File: src/design/muee_pkg.sv
package muee_pkg;

  localparam int unsigned NODE_ID_BITS_DEF  = 16;
  localparam int unsigned EDGE_CAPACITY_DEF = 4096;
  localparam int unsigned NODE_W            = 16;
  localparam int unsigned LINE_ID_W         = 12;
  localparam int unsigned QUEUE_DEPTH       = 4;

  typedef struct packed {
    logic clear;
    logic last;
  } edge_flags_t;

  typedef enum logic [4:0] {
    S_IDLE = 5'b00001,
    S_RD   = 5'b00010,
    S_CMP  = 5'b00100,
    S_NEW  = 5'b01000,
    S_END  = 5'b10000
  } back_state_e;

endpackage

File: src/design/muee_queue.sv
module muee_queue #(
  parameter int unsigned WIDTH = 34
) (
  input  logic             clk_i,
  input  logic             rst_ni,
  input  logic             push_i,
  input  logic [WIDTH-1:0] wdata_i,
  output logic             full_o,
  input  logic             pop_i,
  output logic [WIDTH-1:0] rdata_o,
  output logic             empty_o
);

  localparam int unsigned DEPTH = muee_pkg::QUEUE_DEPTH;
  localparam int unsigned AW    = $clog2(DEPTH);

  logic [WIDTH-1:0] data_q [DEPTH];
  logic [AW-1:0]    wptr_q, rptr_q;
  logic [AW:0]      cnt_q;

  assign full_o  = (cnt_q == (AW+1)'(DEPTH));
  assign empty_o = (cnt_q == '0);
  assign rdata_o = data_q[rptr_q];

  always_ff @(posedge clk_i) begin
    if (push_i && !full_o) begin
      data_q[wptr_q] <= wdata_i;
    end
  end

  always_ff @(posedge clk_i or negedge rst_ni) begin
    if (!rst_ni) begin
      wptr_q <= '0;
      rptr_q <= '0;
      cnt_q  <= '0;
    end else begin
      if (push_i && !full_o) begin
        wptr_q <= wptr_q + 1'b1;
      end
      if (pop_i && !empty_o) begin
        rptr_q <= rptr_q + 1'b1;
      end
      case ({push_i && !full_o, pop_i && !empty_o})
        2'b10:   cnt_q <= cnt_q + 1'b1;
        2'b01:   cnt_q <= cnt_q - 1'b1;
        default: cnt_q <= cnt_q;
      endcase
    end
  end

endmodule

File: config.mk
export PLATFORM = sky130hd
export DESIGN_NAME = muee_queue
export DESIGN_NICKNAME = d
export VERILOG_FILES = /design/src/design/muee_pkg.sv /design/src/design/muee_queue.sv
export SDC_FILE = /design/constraint.sdc
export NUM_CORES = 1
export LEC_CHECK = 0
export ABC_AREA = 1
export BUFFER_PORTS_ARGS = -buffer_cell sky130_fd_sc_hd__buf_2
export CAP_MARGIN = 15
export CELL_PAD_IN_SITES_DETAIL_PLACEMENT = 0
export CELL_PAD_IN_SITES_GLOBAL_PLACEMENT = 1
export CORE_MARGIN = 1
export CORE_UTILIZATION = 45
export CTS_CLUSTER_SIZE = 12
export DETAILED_ROUTE_END_ITERATION = 8
export PLACE_DENSITY = 0.74
export SLEW_MARGIN = 25
export SYNTH_ARGS = -nofsm -noshare
export SYNTH_HDL_FRONTEND = slang
export SYNTH_SLANG_ARGS = --single-unit
File: constraint.sdc
create_clock -name clk_i -period 4.2 [get_ports clk_i]
set_input_delay 0.42 -clock clk_i [delete_from_list [all_inputs] [get_ports clk_i]]
set_output_delay 0.42 -clock clk_i [all_outputs]
set_load 0.05 [all_outputs]
==> results.yml <==
run_status:
  status: "completed"
layout:
  drive_gt1_share_pct: 20.77
  area_growth_pct: 17.13
  diodes: 0
  nets: 580
  multiInputGateArea_sq_um: 1140
  finish.utilization_pct: 54.54
  regArea_sq_um: 4259
  fillers: 1126
route:
  postRouteAntennaNets: 0
  vias: 3478
  detail_route.first_pass.iterations: 7
  wl_per_cell_um: 14.66
  wl_um: 10570
  drcViolationCount: 0
  via_per_inst: 4.824
  drtIter0Drc: 193
floorplanning:
  die-area_sq_um: 13630
  die_h_um: 116.7
  ioPinCount: 74
  placementRows: 41
  initial_core_util_pct: 46.57
  die_x_um: 116.7
  core-area_sq_um: 12720
cts:
  clkLatencyLatePin_ns: 0.41
  postCtsSetupBuffers: 0
  post_cts_resized: 0
  cts_max_level: 4
  cts.sinks: 143
  clkTransAtPathRegs_ns: 0.06
  clock_path_buffers: 2
  tritoncts: "built"
  cts_root_buffer: "clkbuf_16"
  holdBufCountCts: 1
  cts_made_buffers: 17
grt:
  grt_pass1_wl_um: 16570
  antenna_found_initial: 0
  grt_use_total_pct: 17.02
  grt_pass1_vias: 3356
  grt_max_degree: 51
  grt_overflow: 0
sta:
  skew_ns: 0.006988
  setup_ws_ns: 1.554
  worst-slew-pin-transition_ns: 0.7937
  finalHoldViolCount: 0
  max_freq_mhz: 378.0
  setup_viol_count_final: 0
  finalCriticalPeriod_ns: 2.646
  setup_tns_ns: 0
  slew_headroom_pct: 46.96
  slew_violations: 0
  post-route-period-util_pct: 63.00
  rsz0062_at_grt: "false"
setup_path:
  cpMostUsedCell: "nand2_1"
  endpoint_kind: "output port"
  worstPathCellList: "inv_4, buf_4, nand2_1, o211ai_1, nand2_1, buf_2"
  cpMaxStageDelayCell: "buf_4"
  cp_data_arrival_time_ns: 2.23
  path_class: "flip-flop to output port"
  required_ns: 3.78
  cpLargestDelayFamily: "buffers and inverters"
  critPathBufInv: 3
  slowest_delay_ns: 0.47
  critPathLaunchType: "flip-flop"
  cp_max_fo: 50
placement:
  dp_hpwl_um: 6416
  pre_cts_ws_ns: 1.921
  globalplace.congestion: 0.6692
  io_buffers: 73
synth:
  ys_seq_elements: 143
  ys_types: 17
  netlist_area_sq_um: 5924
  synthTopCellsByArea: "edfxtp_1 69%, o211ai_1 8.6%, nand2_1 7.5%"
  avgSynthCellArea_sq_um: 12.94
  seq_area_frac_synth_pct: 71.89
  syn_nets: 502
  yosys.area.top_type: "edfxtp_1"
  synth_cells: 458
  yosysWarnings: 0
  synth_top_cell_area_share_pct: 68.93
power:
  vdd_drop_max_mv: 0.4557
  p_total_mw: 5.774
  leakagePower_nw: 2.888
  p_per_area_nw_per_um2: 832.2
run:
  cap_violations: 0
worst_hold_path:
  min_path_type: "primary input to flip-flop"
[cells in the mapped netlist]
cell type / instances
buf_2: 3
buf_4: 3
buf_6: 10
clkbuf_8: 6
dfrtp_1: 7
edfxtp_1: 136
fa_1: 1
ha_1: 5
inv_1: 84
inv_2: 2
nand2_1: 119
nand3_1: 7
nand4_1: 1
nor2_1: 4
o211ai_1: 68
o21ai_0: 1
xnor2_1: 1
[final timing paths]
check / from / to / slack (ns) / depth (start not counted)
max in group asynchronous: rst_ni / wptr_q[0] / 3.67 / 2
setup / recovery: rptr_q[0] / rdata_o[18] / 1.55 / 6
setup reg to reg: cnt_q[1] / data_q[0][18] / 1.96 / 5
hold / removal: wdata_i[9] / data_q[1][9] / 0.23 / 1
min in group asynchronous: rst_ni / cnt_q[0] / 0.37 / 2
hold reg to reg: cnt_q[0] / cnt_q[0] / 0.47 / 1
[sequential cells by signal, indices dropped and copies added (netlist names)]
| register | flops |
|---|---|
| wptr_q | 2 |
| data_q | 136 |
| rptr_q | 2 |
| cnt_q | 3 |
[stage by stage]
step | instances | cell area (sq um) | hold WS, ns
2_1_floorplan | 458 | 5924 | 0.1244
3_3_place_gp | 688 | 6357 | 0.2666
3_5_place_dp | 688 | 6357 | 0.2690
4_1_cts | 721 | 6939 | 0.2073
5_1_grt | 721 | 6939 | 0.2154
6_report | 721 | 6939 | 0.2260
[cells in the final DEF, fill, tap and decap left out]
cell type	netlist	routed
nor2_4	0	4
clkbuf_16	0	17
o21ai_0	1	1
bufinv_16	0	2
ha_1	5	5
nand4_1	1	1
buf_2	3	73
inv_2	2	1
inv_1	84	84
clkbuf_8	6	3
nand2_1	119	119
dlygate4sd3_1	0	1
nand3_1	7	7
dfrtp_1	7	7
clkbuf_1	0	4
clkinv_2	0	6
xnor2_1	1	1
inv_4	0	1
edfxtp_1	136	136
o211ai_1	68	68
buf_4	3	7
fa_1	1	1
[worst reg2reg max path: cells and delay by family, from the launching register on]
family / cells / cell delay [ns]
flops: 1 / 0.34
simple gates: 3 / 1.18
buf+inv: 2 / 0.42
[final cells by class]
class / instances / area share (%)
clock buffers: 24 / 6.942
clock inverters: 8 / 1.298
inverters: 86 / 4.688
multi-input cells: 207 / 16.43
flip-flops and latches: 143 / 61.38
well taps: 172 / 3.101
repair buffers: 81 / 6.167
[kinds of logic after synthesis]
family | count (synthesis) | synth area share (%)
AND/OR/NAND/NOR | 131 | 8.490
flip-flops | 143 | 71.89
adder cells (fa/ha/maj) | 6 | 1.394
AO/OA/AOI/OAI | 69 | 8.701
buffers and inverters | 108 | 9.377
XOR/XNOR | 1 | 0.1479
[power by group]
group / internal, mW / switching [mW]
Clock: 0.914 / 0.522
Sequential: 1.88 / 0.0769
Combinational: 0.529 / 1.85
[per-layer routing]
metal,up-vias,track usage (%),part of all wire (%)
li1,1725,-,-
met1,1656,20.71,45
met2,80,27.97,49
met3,17,4.411,4.5
met4,0,9.030,2.0
met5,-,0,0
No activity file was read; power rests on OpenSTA's default activity.
