[src/design/muee_pkg.sv]
package muee_pkg;

  localparam int unsigned NODE_ID_BITS_DEF  = 16;
  localparam int unsigned EDGE_CAPACITY_DEF = 4096;
  localparam int unsigned NODE_W            = 16;
  localparam int unsigned LINE_ID_W         = 12;
  localparam int unsigned QUEUE_DEPTH       = 4;

  typedef struct packed {
    logic clear;
    logic last;
  } edge_flags_t;

  typedef enum logic [4:0] {
    S_IDLE = 5'b00001,
    S_RD   = 5'b00010,
    S_CMP  = 5'b00100,
    S_NEW  = 5'b01000,
    S_END  = 5'b10000
  } back_state_e;

endpackage

[src/design/muee_front.sv]
module muee_front #(
  parameter int unsigned NODE_ID_BITS = muee_pkg::NODE_ID_BITS_DEF
) (
  input  logic                        clk_i,
  input  logic                        rst_ni,
  input  logic                        in_valid_i,
  output logic                        in_stall_o,
  input  logic                        first_element_i,
  input  logic                        is_quad_i,
  input  logic [muee_pkg::NODE_W-1:0] node_a_i,
  input  logic [muee_pkg::NODE_W-1:0] node_b_i,
  input  logic [muee_pkg::NODE_W-1:0] node_c_i,
  input  logic [muee_pkg::NODE_W-1:0] node_d_i,
  input  logic                        q_full_i,
  output logic                        q_push_o,
  output muee_pkg::edge_flags_t       q_flags_o,
  output logic [NODE_ID_BITS-1:0]     q_lo_o,
  output logic [NODE_ID_BITS-1:0]     q_hi_o
);

  localparam int unsigned NW = NODE_ID_BITS;

  logic          busy_q;
  logic          first_q, quad_q;
  logic [1:0]    idx_q;
  logic [NW-1:0] nd_q [4];
  logic [1:0]    last_idx;
  logic [1:0]    nxt_idx;
  logic [NW-1:0] p, q;

  assign in_stall_o = busy_q;
  assign last_idx   = quad_q ? 2'd3 : 2'd2;
  assign nxt_idx    = (idx_q == last_idx) ? 2'd0 : idx_q + 2'd1;
  assign p          = nd_q[idx_q];
  assign q          = nd_q[nxt_idx];
  assign q_lo_o     = (p < q) ? p : q;
  assign q_hi_o     = (p < q) ? q : p;
  assign q_push_o   = busy_q && !q_full_i;
  assign q_flags_o  = '{clear: first_q && (idx_q == 2'd0), last: idx_q == last_idx};

  always_ff @(posedge clk_i) begin
    if (in_valid_i && !busy_q) begin
      nd_q[0] <= NW'(node_a_i);
      nd_q[1] <= NW'(node_b_i);
      nd_q[2] <= NW'(node_c_i);
      nd_q[3] <= NW'(node_d_i);
      first_q <= first_element_i;
      quad_q  <= is_quad_i;
    end
  end

  always_ff @(posedge clk_i or negedge rst_ni) begin
    if (!rst_ni) begin
      busy_q <= 1'b0;
      idx_q  <= '0;
    end else if (!busy_q) begin
      if (in_valid_i) begin
        busy_q <= 1'b1;
        idx_q  <= '0;
      end
    end else if (!q_full_i) begin
      if (idx_q == last_idx) begin
        busy_q <= 1'b0;
      end
      idx_q <= idx_q + 2'd1;
    end
  end

endmodule

[config.mk]
export PLATFORM = sky130hd
export DESIGN_NAME = muee_front
export DESIGN_NICKNAME = d
export VERILOG_FILES = /design/src/design/muee_pkg.sv /design/src/design/muee_front.sv
export SDC_FILE = /design/constraint.sdc
export NUM_CORES = 1
export LEC_CHECK = 0
export BUFFER_PORTS_ARGS = -buffer_cell sky130_fd_sc_hd__buf_2
export CAP_MARGIN = 20
export CORE_MARGIN = 2
export CORE_UTILIZATION = 30
export DETAILED_ROUTE_END_ITERATION = 8
export HOLD_SLACK_MARGIN = 0.08
export PLACE_DENSITY = 0.49
export SLEW_MARGIN = 20
export SYNTH_ARGS = -nofsm -noshare
export SYNTH_HDL_FRONTEND = slang
export SYNTH_SLANG_ARGS = --single-unit
[constraint.sdc]
create_clock -name clk_i -period 11.94 [get_ports clk_i]
set_input_delay 1.194 -clock clk_i [delete_from_list [all_inputs] [get_ports clk_i]]
set_output_delay 1.194 -clock clk_i [all_outputs]
set_load 0.02 [all_outputs]
==> metrics.cfg <==
[clock_tree]
cts_sinks = 69
hold_buffers = 0
cts_tree = done
clk_latency_ns = 0.33
cts_resized = 0
cts-buffers-inserted = 9
clock_path_buffers = 2
h-tree-depth = 3
clockRootBuffer = clkbuf_16
post-cts-setup-buffers = 0
cts.reportedPaths.clkPinSlew_ns = 0.05

[floorplanning]
die_w_um = 120
die_area_mm2 = 0.0143
fp.dieH_um = 120
num_rows = 42
core_area_mm2 = 0.0131
io_pins = 106
start_util_pct = 30.5

[final_layout]
layout_common_cells = 105 x buf_2, 66 x edfxtp_1, 45 x mux2i_1, 29 x mux2_4, 18 x inv_1
nets = 445
final_common_cell = buf_2
diodes = 0
area_growth_pct = 24.2
drive_gt1_share_pct = 46.6
fill_cells = 1291

[timing]
min_period_ns = 7.74
hold_viol_final = 0
setup_viol = 0
max_freq_ghz = 0.129
fin_tns_setup_ns = 0
finalMaxSlewViolations = 0
rsz0062_at_grt = no
worstMarginPinSlew_ns = 1.04
clock_skew_ns = 0.00508
maxSlewHeadroom_pct = 30.6
period_share_pct = 64.8

[global_route]
antenna_found_initial = 0
grt_overflow = 0
grtUsageTotal_pct = 13.2
grt_pass1_vias = 2594
grt_max_degree = 69
grt_pass1_wl_mm = 13.8

[status]
status = finished, final reports clean

[setup_path]
r2r_slack_ns = 9.45
slowest_delay_ns = 1.03
startpoint_type = register
cp-end-kind = output port
crit_chain = inv_2, ha_1, o21a_1, mux2i_1, mux2i_1, inv_1, ha_1, nand4_1, nor3_1, nand2_1, o311ai_4, buf_4, mux2_4, buf_2
path_buf_inv = 4
critical_path_cell_count = 14
crit_type = register to output port
reg2reg_depth = 3
crit_family = compound AO/OA/AOI/OAI gates
critPathArrivalTime_ns = 6.54
worst_ep_required_time_ns = 10.75
cp_slowest_cell = ha_1
critPathMaxFanout = 22

[drt]
num_vias = 2491
wl_per_cell_um = 16.9
postRouteAntennaNets = 0
first_pass_iters = 4
drc_errors = 0
viasPerCell = 4.62
drt-initial-drc-count = 89
wirelength_mm = 9.10

[synthesis]
ys_ff_latch = 69
synth_largest_area_cell = edfxtp_1
synth_top_area_share_pct = 49.4
synth_area_per_cell_um2 = 15.9
muxShareOfSynthArea_pct = 32.7
synth_adder_area_share_pct = 4.99
postSynthCellCount = 253
synth_edf_count = 66
synth_cell_type_count = 36
synthArstFlopShare_pct = 4.35
synth_top_family_by_area = multiplexers
synth_compound_area_share_pct = 4.30
synthSimpleGateAreaFrac_pct = 2.59
synthesis.nets = 339
yosys_warnings = 0
ys_top_cells_by_area = edfxtp_1 49%, mux2i_1 11%, mux2_4 11%
yosysSeqAreaShare_pct = 51.3
syn_area_mm2 = 0.00401
ys.flop_type = edfxtp_1
synth_xor_area_share_pct = 0.218

[placed_design]
gp_congestion = 0.751
io_buffer_count = 105
hpwl_mm = 6.64

[min_path]
hold_depth = 2
hold_class = register to register

[job]
drv_cap = 0

[final timing paths]
path / startpoint / to
worst max-delay path: idx_q[1] / q_lo_o[11]
worst min-delay path: in_stall_o / in_stall_o
worst max register to register: idx_q[1] / idx_q[1]
worst min register to register: in_stall_o / in_stall_o
max in group asynchronous: rst_ni / idx_q[1]
min in group asynchronous: rst_ni / in_stall_o
[cell usage after synthesis (2+ instances only)]
cell type,count
buf_1,2
nand2_1,5
nor2b_1,2
ha_1,16
nor2_1,2
buf_2,5
mux4_2,10
mux2_4,29
edfxtp_1,66
o21ai_0,2
nand3_1,3
a22o_1,3
nand4_1,2
mux4_1,6
mux2i_1,45
buf_6,4
clkbuf_1,2
o21a_1,2
nand2b_1,2
a21oi_1,7
mux2_2,4
inv_1,18
dfrtp_1,3
[per-layer routing]
metal	global-route usage (%)	part of all wire, %
met1	15.4	42
met2	22.3	50
met3	4.90	6.0
met4	4.56	1.7
met5	0	0
[metrics by stage]
step | util (%) | hold WS (ns) | instance area (um^2) | cells | setup WS [ns]
2_1_floorplan | - | 0.639 | 4010 | 253 | 6.73
3_3_place_gp | 35.8 | 0.611 | 4700 | 524 | 4.63
3_5_place_dp | 35.8 | 0.601 | 4700 | 524 | 4.44
4_1_cts | 37.9 | 0.609 | 4980 | 539 | 4.06
5_1_grt | 37.9 | 0.628 | 4980 | 539 | 3.65
6_report | 37.9 | 0.605 | 4980 | 539 | 4.20
[state kept, by name (all words and copies together), names as in the netlist]
| register | count |
|---|---|
| nd_q | 64 |
| in_stall_o | 1 |
| idx_q | 2 |
| first_q | 1 |
| quad_q | 1 |
[layout make-up]
| class | instances | area (um^2) | share of cell area (%) |
|---|---|---|---|
| Sequential cell | 69 | 2060 | 41.3 |
| Tap cell | 176 | 220 | 4.42 |
| Clock inverter | 5 | 52.6 | 1.05 |
| Multi-Input combinational cell | 152 | 1810 | 36.2 |
| Timing Repair Buffer | 108 | 548 | 11.0 |
| Inverter | 19 | 71.3 | 1.43 |
| Clock buffer | 10 | 229 | 4.59 |
[worst min-delay path: cells and delay by family, from the launching register on]
family,cells,cell delay [ns]
AO/OA/AOI/OAI,1,0.09
AND/OR/NAND/NOR,1,0.05
flip-flops,1,0.43
[logic make-up (layout without fill, tap and decap cells)]
family | after synthesis | count (layout)
AOI/OAI and AO/OA | 21 | 21
xor gates and xnor gates | 1 | 1
adders and majority gates | 16 | 16
buffers and inverters | 32 | 142
DFF | 69 | 69
muxes | 94 | 94
and+or+nand+nor | 20 | 20
Power is not shown: default switching activity piles up to over one toggle a cycle in this logic, so the estimate is an artifact.
